## src/sip_pkg.sv

```systemverilog
// shared types and constants for the sorted insert priority list
`timescale 1ns / 1ps

package sip_pkg;

  localparam int unsigned DEF_CAPACITY = 16;
  localparam int unsigned DATA_W       = 32;
  localparam int unsigned OP_W         = 2;
  localparam int unsigned COUNT_W      = 5;

  typedef enum logic [OP_W-1:0] {
    OP_INSERT = 2'd0,
    OP_POP    = 2'd1,
    OP_DELETE = 2'd2,
    OP_NONE   = 2'd3
  } op_t;

  // command broadcast to every cell of the chain
  typedef struct packed {
    logic                     ins;
    logic                     pop;
    logic                     del;
    logic signed [DATA_W-1:0] value;
  } cmd_t;

endpackage

```

## src/sorted_insert_priority_list.sv

```systemverilog
// top level of the sorted insert priority list: cell chain, count and result register
`timescale 1ns / 1ps

//  channel | handshake              | fields
//  --------+------------------------+-------------------------------
//  in      | in_valid / in_stall    | op, value
//  out     | out_valid / out_stall  | ok, result_value, count
//
//  every item is applied to the whole cell chain at once, so one
//  item per cycle is taken while the result register is free or being read
//  the result appears in the cycle after its item is accepted
//  rst clears the entry count and the result valid; cell data is not reset
//  a stalled result blocks new items only while it is held in the register

module sorted_insert_priority_list #(
  parameter int unsigned CAPACITY = sip_pkg::DEF_CAPACITY
) (
  input  logic                               clk,
  input  logic                               rst,
  input  logic                               in_valid,
  output logic                               in_stall,
  input  logic [sip_pkg::OP_W-1:0]           op,
  input  logic signed [sip_pkg::DATA_W-1:0]  value,
  output logic                               out_valid,
  input  logic                               out_stall,
  output logic                               ok,
  output logic signed [sip_pkg::DATA_W-1:0]  result_value,
  output logic [sip_pkg::COUNT_W-1:0]        count
);
  import sip_pkg::*;

  localparam int unsigned CNT_W = $clog2(CAPACITY + 1);
  localparam int unsigned EXT_W = (CNT_W > COUNT_W) ? CNT_W : COUNT_W;

  // entry count doubles as the valid boundary of the chain
  logic [CNT_W-1:0] entry_count;
  logic [CNT_W-1:0] entry_count_next;
  logic [EXT_W-1:0] count_ext;

  logic       accept;
  op_t        op_in;
  logic       full;
  logic       empty;
  logic       found;
  cmd_t       cmd;
  logic       ok_next;

  // per-cell links
  logic                     cell_valid [CAPACITY];
  logic                     cell_le    [CAPACITY];
  logic                     cell_hit   [CAPACITY];
  logic signed [DATA_W-1:0] cell_data  [CAPACITY];

  assign in_stall = out_valid & out_stall;
  assign accept   = in_valid & ~in_stall;
  assign op_in    = op_t'(op);

  assign full  = (entry_count == CNT_W'(CAPACITY));
  assign empty = (entry_count == '0);
  assign found = cell_hit[CAPACITY-1];

  // only successful operations touch the chain
  always_comb begin
    cmd.value = value;
    cmd.ins   = 1'b0;
    cmd.pop   = 1'b0;
    cmd.del   = 1'b0;
    ok_next   = 1'b0;
    unique case (op_in)
      OP_INSERT: begin
        cmd.ins = accept & ~full;
        ok_next = ~full;
      end
      OP_POP: begin
        cmd.pop = accept & ~empty;
        ok_next = ~empty;
      end
      OP_DELETE: begin
        cmd.del = accept & found;
        ok_next = found;
      end
      default: begin
        ok_next = 1'b0;
      end
    endcase
  end

  always_comb begin
    entry_count_next = entry_count;
    if (cmd.ins) begin
      entry_count_next = entry_count + 1'b1;
    end else if (cmd.pop || cmd.del) begin
      entry_count_next = entry_count - 1'b1;
    end
  end

  // chain of cells: position 0 holds the smallest entry
  for (genvar i = 0; i < CAPACITY; i++) begin : g_cell
    logic                     left_le;
    logic signed [DATA_W-1:0] left_data;
    logic signed [DATA_W-1:0] right_data;
    logic                     hit_in;

    assign cell_valid[i] = (CNT_W'(i) < entry_count);

    if (i == 0) begin : g_first
      assign left_le   = 1'b1;
      assign left_data = value;
      assign hit_in    = 1'b0;
    end else begin : g_inner
      assign left_le   = cell_le[i-1];
      assign left_data = cell_data[i-1];
      assign hit_in    = cell_hit[i-1];
    end

    if (i == CAPACITY - 1) begin : g_last
      assign right_data = cell_data[i];
    end else begin : g_body
      assign right_data = cell_data[i+1];
    end

    sip_cell u_cell (
      .clk        (clk),
      .cmd        (cmd),
      .valid      (cell_valid[i]),
      .left_le    (left_le),
      .left_data  (left_data),
      .right_data (right_data),
      .hit_in     (hit_in),
      .le         (cell_le[i]),
      .hit_out    (cell_hit[i]),
      .data       (cell_data[i])
    );
  end

  // count and result register
  always_ff @(posedge clk) begin
    if (rst) begin
      entry_count <= '0;
      out_valid   <= 1'b0;
    end else begin
      entry_count <= entry_count_next;
      if (accept) begin
        out_valid <= 1'b1;
      end else if (!out_stall) begin
        out_valid <= 1'b0;
      end
    end
  end

  always_ff @(posedge clk) begin
    if (accept) begin
      ok           <= ok_next;
      result_value <= cmd.pop ? cell_data[0] : '0;
      count_ext    <= EXT_W'(entry_count_next);
    end
  end

  assign count = count_ext[COUNT_W-1:0];

`ifndef SYNTHESIS
  // the store never holds more than its capacity
  a_count_bound: assert property (@(posedge clk) disable iff (rst)
    entry_count <= CNT_W'(CAPACITY))
    else $error("entry count beyond capacity");

  // a pop on a non-empty store removes exactly one entry
  a_pop_count: assert property (@(posedge clk) disable iff (rst)
    accept && op_in == OP_POP && !empty |=> entry_count == $past(entry_count) - 1'b1)
    else $error("pop did not remove one entry");

  // an insert into a full store reports failure and leaves the count alone
  a_full_insert: assert property (@(posedge clk) disable iff (rst)
    accept && op_in == OP_INSERT && full |=> !ok && entry_count == $past(entry_count))
    else $error("insert into full store accepted");
`endif

endmodule

```

## src/sip_cell.sv

```systemverilog
// one storage cell of the sorted chain
`timescale 1ns / 1ps

module sip_cell (
  input  logic                              clk,
  input  sip_pkg::cmd_t                     cmd,
  input  logic                              valid,
  input  logic                              left_le,
  input  logic signed [sip_pkg::DATA_W-1:0] left_data,
  input  logic signed [sip_pkg::DATA_W-1:0] right_data,
  input  logic                              hit_in,
  output logic                              le,
  output logic                              hit_out,
  output logic signed [sip_pkg::DATA_W-1:0] data
);
  import sip_pkg::*;

  logic                     eq;
  logic signed [DATA_W-1:0] data_next;

  assign le      = valid && (data <= cmd.value);
  assign eq      = valid && (data == cmd.value);
  assign hit_out = hit_in | eq;

  always_comb begin
    data_next = data;
    if (cmd.ins) begin
      // cells left of the slot keep, the slot takes the value, the rest shift right
      if (!le) begin
        data_next = left_le ? cmd.value : left_data;
      end
    end else if (cmd.pop) begin
      data_next = right_data;
    end else if (cmd.del) begin
      if (hit_out) begin
        data_next = right_data;
      end
    end
  end

  always_ff @(posedge clk) begin
    data <= data_next;
  end

endmodule

```

## config.mk

```make
export PLATFORM = sky130hd
export DESIGN_NAME = sorted_insert_priority_list
export DESIGN_NICKNAME = d
export VERILOG_FILES = /design/src/sip_pkg.sv /design/src/sorted_insert_priority_list.sv /design/src/sip_cell.sv
export SDC_FILE = /design/constraint.sdc
export NUM_CORES = 2
export LEC_CHECK = 0
export BUFFER_PORTS_ARGS = -buffer_cell sky130_fd_sc_hd__buf_2
export CORE_ASPECT_RATIO = 0.9
export CORE_MARGIN = 2
export CORE_UTILIZATION = 50
export CTS_CLUSTER_DIAMETER = 60
export DETAILED_ROUTE_END_ITERATION = 10
export PLACE_DENSITY = 0.66
export SLEW_MARGIN = 15
export SYNTH_ARGS = -nofsm -noshare
export SYNTH_HDL_FRONTEND = slang
export SYNTH_SLANG_ARGS = --single-unit
```

## constraint.sdc

```tcl
create_clock -name clk -period 7.3 [get_ports clk]
set_input_delay 0.73 -clock clk [delete_from_list [all_inputs] [get_ports clk]]
set_output_delay 0.73 -clock clk [all_outputs]
set_load 0.03 [all_outputs]
```

# ---- Word-level counts from Yosys, hierarchy flattened
# Index checks and enable logic that the tools add are counted.
dict set report classes {
  n_mux 98
  n_addsub 2
  eq_ne 35
  bitwise 24
  reduce_logical 67
  magnitude_cmp 32
}
# op count
set ops {}
lappend ops {{$mux W32} 90}
lappend ops {{$eq A32 B32 Y1} 16}
lappend ops {{$le A32 B32 Y1} 16}
lappend ops {{$reduce_bool A3 Y1} 16}
lappend ops {{$reduce_and A3 Y1} 15}
lappend ops {{$lt A4 B5 Y1 const A} 8}
lappend ops {{$logic_and A1 B1 Y1} 32}
lappend ops {{$ne A2 B2 Y1 const B} 15}
lappend ops {{$lt A3 B5 Y1 const A} 4}
lappend ops {{$or A1 B1 Y1} 15}
lappend ops {{$lt A1 B5 Y1 const A} 2}
lappend ops {{$lt A2 B5 Y1 const A} 2}
lappend ops {{$mux W5} 2}
lappend ops {{$add A5 B1 Y5 const B} 1}
lappend ops {{$and A1 B1 Y1} 5}
lappend ops {{$eq A5 B5 Y1 const B} 1}
lappend ops {{$logic_not A5 Y1} 1}
lappend ops {{$mux W1} 5}
lappend ops {{$sub A5 B1 Y5 const B} 1}
lappend ops {{$not A1 Y1} 4}
lappend ops {{$pmux W1 S3} 1}
lappend ops {{$eq A2 B1 Y1 const B} 1}
lappend ops {{$eq A2 B2 Y1 const B} 1}
lappend ops {{$logic_not A2 Y1} 1}
lappend ops {{3 further kinds} 3}
dict set report totals {
  out_inout_bits 40
  ff_bits 556
  elab_cells 279
  in_bits 38
}

# ---- Depth between registers and ports, before layout
dict set report logic_depth {
  depth_word 22
  mapped_depth 15
  depth_no_buf 11
}

# ---- Hierarchy
# Synthesis repeated with hierarchy kept, for this count alone.
dict set report hier_totals {
  hier_cells 4397
  area_unflattened_um2 42146.7
}
# module area_per_inst_um2 instances seq_area_each_um2 cells_each
set by_module_without_submodules {}
lappend by_module_without_submodules {sip_cell 2503.7 16 960.9 264}
lappend by_module_without_submodules {sorted_insert_priority_list 2088.3 1 1261.2 173}

# ---- Worst setup path after synthesis
# Ideal clock, no wire load.
dict set report synth_timing {
  kind {input -> register}
  startpoint {input value[27] (netlist name)}
  endpoint {register g_cell[2].u_cell.data[0] (netlist name), enable pin}
  n_path_buf 2
  t_arrival_ps 5891
  slack_ps 944
  required_ps 6834
  cell_stages 12
  setup_ps 466
  cell_sequence {clkbuf_1 -> clkbuf_1 -> inv_1 -> ha_1 -> nand4_1 -> or4_4 -> or4b_4 -> o2111ai_2 -> nor4_2 -> a21oi_4 -> inv_2 -> o21ai_0}
}
dict set report synth_between {
  elab_chain_cells 21
  elab_cells_between_ends 55
  classes_between {1 x order compare; 17 x eq/ne; 1 x mux; 16 x bitwise; 20 x reduce/logical}
}
# element line
set synth_rtl {}
lappend synth_rtl {{start, declared} sorted_insert_priority_list.sv:23} ;# input logic signed [sip_pkg::DATA_W-1:0] value,
lappend synth_rtl {{$eq A32 B32 Y1} sip_cell.sv:22} ;# assign eq = valid && (data == cmd.value);
lappend synth_rtl {{$logic_and A1 B1 Y1} sip_cell.sv:22}
lappend synth_rtl {{$or A1 B1 Y1 (15 in a row)} sip_cell.sv:23} ;# assign hit_out = hit_in | eq;
lappend synth_rtl {{$and A1 B1 Y1} sorted_insert_priority_list.sv:79} ;# cmd.del = accept & found;
lappend synth_rtl {{$mux W1} sorted_insert_priority_list.sv:69} ;# unique case (op_in)
lappend synth_rtl {{$reduce_bool A3 Y1 (no line)} -}
lappend synth_rtl {{$reduce_and A3 Y1 (no line) (*)} -}
lappend synth_rtl {{end signal, assigned} sip_cell.sv:42} ;# data <= data_next;
lappend synth_rtl {{end, declared} sip_cell.sv:14} ;# output logic signed [sip_pkg::DATA_W-1:0] data
# Every way passes the cells marked *; elsewhere a longest branch is shown, timed or not.
# A chain may end at the register's enable or synchronous reset.

# ---- Worst setup path after layout
dict set report layout_timing {
  startpoint {input value[9] (netlist name)}
  endpoint {register g_cell[5].u_cell.data[9] (netlist name), data pin}
}
dict set report layout_between {
  elab_chain_cells 5
}
# element line
set layout_rtl {}
lappend layout_rtl {{$le A32 B32 Y1} sip_cell.sv:21} ;# assign le = valid && (data <= cmd.value);
lappend layout_rtl {{$logic_and A1 B1 Y1} sip_cell.sv:21}
lappend layout_rtl {{$mux W32 (*)} sip_cell.sv:30} ;# data_next = left_le ? cmd.value : left_data;
lappend layout_rtl {{$mux W32 (*)} sip_cell.sv:29} ;# if (!le) begin
lappend layout_rtl {{$mux W32 (*)} sip_cell.sv:27} ;# if (cmd.ins) begin
lappend layout_rtl {{net g_cell[5].u_cell.data_next[9]} sip_cell.sv:19} ;# logic signed [DATA_W-1:0] data_next;
lappend layout_rtl {{end signal, assigned} sip_cell.sv:42}
lappend layout_rtl {{end, declared} sip_cell.sv:14}
# Mark *: on every way through the listed nets, which the timed path passes. The rest lies on a longest branch. The select of a mux whose other input is x is not followed.

==> metrics.md <==
| Metric | Value |
|---|---|
| Synth-to-Final Area Change | `9.07%` |
| Share of cells above drive strength 1 | `0.0823` |
| Drt total wl | `127000 µm` |
| Most common cell after layout, fill and taps aside | `edfxtp_1` |
| Final hold vios | `0` |
| First-pass GRT wire length | `just under 200000 µm` |
| Pins over their slew limit | `0` |
| Port Buffers | `just under 80` |
| Worst setup EP type | `register` |
| Via count | `between 30000 and 40000` |
| RSZ-0062 raised after global routing | `no` |
| Peak supply drop | `0.000171 V` |
| Syn Nets | `about 4500` |
| Total grt overflow | `0` |
| CTS max path bufs | `3` |
| Synth Register Bits | `around 560` |
| TNS Setup | `0 ns` |
| DR iter-0 viols | `between 3000 and 4000` |
| Sequential area share after synthesis | `0.415` |
| Critical path class | `input port to register` |
| Postcts setup bufs | `0` |
| H-tree depth | `3` |
| # DRC | `0` |
| Clock Sinks | `556` |
| Most frequent cells in the layout | `550 x edfxtp_1, 516 x ha_1, 382 x mux2i_1` |
| Drt first pass iters | `6` |
| FF-to-FF path depth | `9` |
| Cell Pwr Density | `approximately 180 nW/µm²` |
| Synthesized area per cell | `slightly above 10 µm²` |
| Ports | `between 70 and 80` |
| Reg2reg setup slack | `2.34 ns` |
| Post-Syn Instances | `just under 4000` |
| Setup-failing EPs final | `0` |
| CP Max Fanout | `34` |
| Post-Syn Area | `roughly 40000 µm²` |
| Fin nets | `~4500` |
| Post-synth EDFFs | `550` |
| Overall Power | `approximately 8.0 mW` |
| Global placement routability congestion | `roughly 0.96` |
| Crit path DAT | `between 5 and 6 ns` |
| Total core area | `79300 µm²` |
| Fillers | `approximately 7000` |
| Post-synth cell types | `between 70 and 80` |
| DIE AREA | `between 80000 and 90000 µm²` |
| Tmin final | `5.22 ns` |
| Initial antenna violation count | `1` |
| Initial core utilization | `0.505` |
| Primary FF master, synth | `edfxtp_1` |
| Outcome | `finished, final reports clean` |
| Post-Route Utilization | `0.551` |
| Hpwl dp | `slightly above 90000 µm` |
| Yosys warns | `0` |
| Worst skew pair latency | `0.63 ns` |
| Clock-pin slew of the registers on the worst-case setup and hold paths | `approximately 0.060 ns` |
| Relative slew slack | `0.214` |
| Root Buffer Master | `clkbuf_16` |
| Largest net degree at the start of global routing | `approximately 120` |
| Vias in the first global route | `just over 30000` |
| Startpoint Class | `input port` |
| Detail-routed via count per cell | `approximately 6.5` |
| Skew final | `between 0.02 and 0.03 ns` |
| Worst Hold Depth | `3` |
| Max frequency | `~190 MHz` |
| Die W | `about 300 µm` |
| FFs w/ async S/R, synth | `0` |
| Hold Crit Class | `input port to register` |
| Cts bufs inserted | `67` |
| Worst hold slack | `0.368 ns` |
| Rows | `just under 100` |
| TritonCTS clock tree | `done` |
| Period utilization | `0.715` |
| Leak | `approximately 19 nW` |
| Routed length per instance | `roughly 25 µm` |
| Post-CTS Hold Buffers | `0` |
| WP data required | `~7.7 ns` |
| CTS resizes | `0` |
| Post-route ant nets | `0` |
| Worst-Margin Slew | `1.17 ns` |
| Max-Cap Viols | `0` |
| Tot GR Track Use | `0.304` |
| Die H | `~270 µm` |
## path summary, 6_finish.rpt
check	end	start
worst max-delay path	g_cell[5].u_cell.data[9]	value[9]
worst min-delay path	out_valid	in_valid
worst max register to register	g_cell[8].u_cell.data[30]	entry_count[4]
worst min register to register	g_cell[1].u_cell.data[15]	g_cell[2].u_cell.data[15]
## state kept, by name (all words and copies together), names as in the netlist
| register | flops |
|---|---|
| out_valid | 1 |
| count | 5 |
| g_cell.u_cell.data | 512 |
| ok | 1 |
| result_value | 32 |
| entry_count | 5 |
## synth_stat cells, types with 10 or more instances
library cell,n,share of area
edfxtp_1,550,0.41
ha_1,516,0.16
mux2i_1,383,0.096
nand2_1,369,0.035
a21oi_1,350,0.044
o21ai_0,328,0.041
nor2_1,318,0.030
clkbuf_1,225,0.021
nand4_1,122,0.019
a21o_1,107,0.020
nor3_1,95,0.012
inv_1,61,0.0057
a211oi_1,48,0.0090
and3_1,37,0.0058
a221oi_1,36,0.0079
nor2b_1,36,0.0056
o221ai_1,36,0.0079
o22ai_1,36,0.0056
nand3_1,33,0.0041
mux2_2,31,0.0087
buf_2,28,0.0035
nand2b_1,19,0.0030
o211ai_1,18,0.0034
o21a_1,18,0.0034
nor4_1,17,0.0027
a31oi_1,12,0.0019
or3_1,10,0.0016
## cell type report
cell class                 instances  area, µm²  share of cell area
antenna                            2       5.00            0.000115
inverter                          63        236             0.00541
tap                             1050       1310              0.0301
multi-input combinational       3091      22400               0.513
sequential                       556      16600               0.381
clock buffer                      87       1810              0.0415
timing repair buffer             153       1010              0.0231
clock inverter                    33        259             0.00593
## report_power, final
part / switching (mW) / internal [mW] / total (mW)
Combinational: 0.688 / 0.344 / 1.03
Clock: 1.45 / 1.84 / 3.28
Sequential: 0.0717 / 3.60 / 3.67
## routing by layer
metal	track usage	up-vias	routed length, µm
met4	0.0776	0	3010
met2	0.453	1551	55700
met1	0.460	15838	57100
met5	0	-	0
li1	-	15079	-
met3	0.0450	214	11600
## kinds of logic after synthesis
family,synth area share
simple gates,0.126
flops,0.415
mux,0.106
fa+ha+maj,0.161
compound gates,0.159
xor+xnor,0.000874
buf+inv,0.0323
## critical path: stages
cell and delay, ns:
buf_2 0.33, inv_1 0.45, ha_1 0.45, a21o_1 0.18, a21o_1 0.17, a21oi_1 0.40, nor3_1 0.11, o211a_1 0.24
a2111oi_0 0.80, mux2i_4 0.94, buf_4 0.47, nor3_1 0.09, a211oi_1 0.25
## through the flow
stage                     area, µm²  setup slack [ns]  cells
after floorplan               40100             0.944   3976
after global placement        41600              1.66   4911
after detailed placement      41600              1.56   4911
after CTS                     43600              2.20   5031
after global routing          43700              1.85   5034
final                         43700              2.08   5035
(Power assumes the default switching activity.)
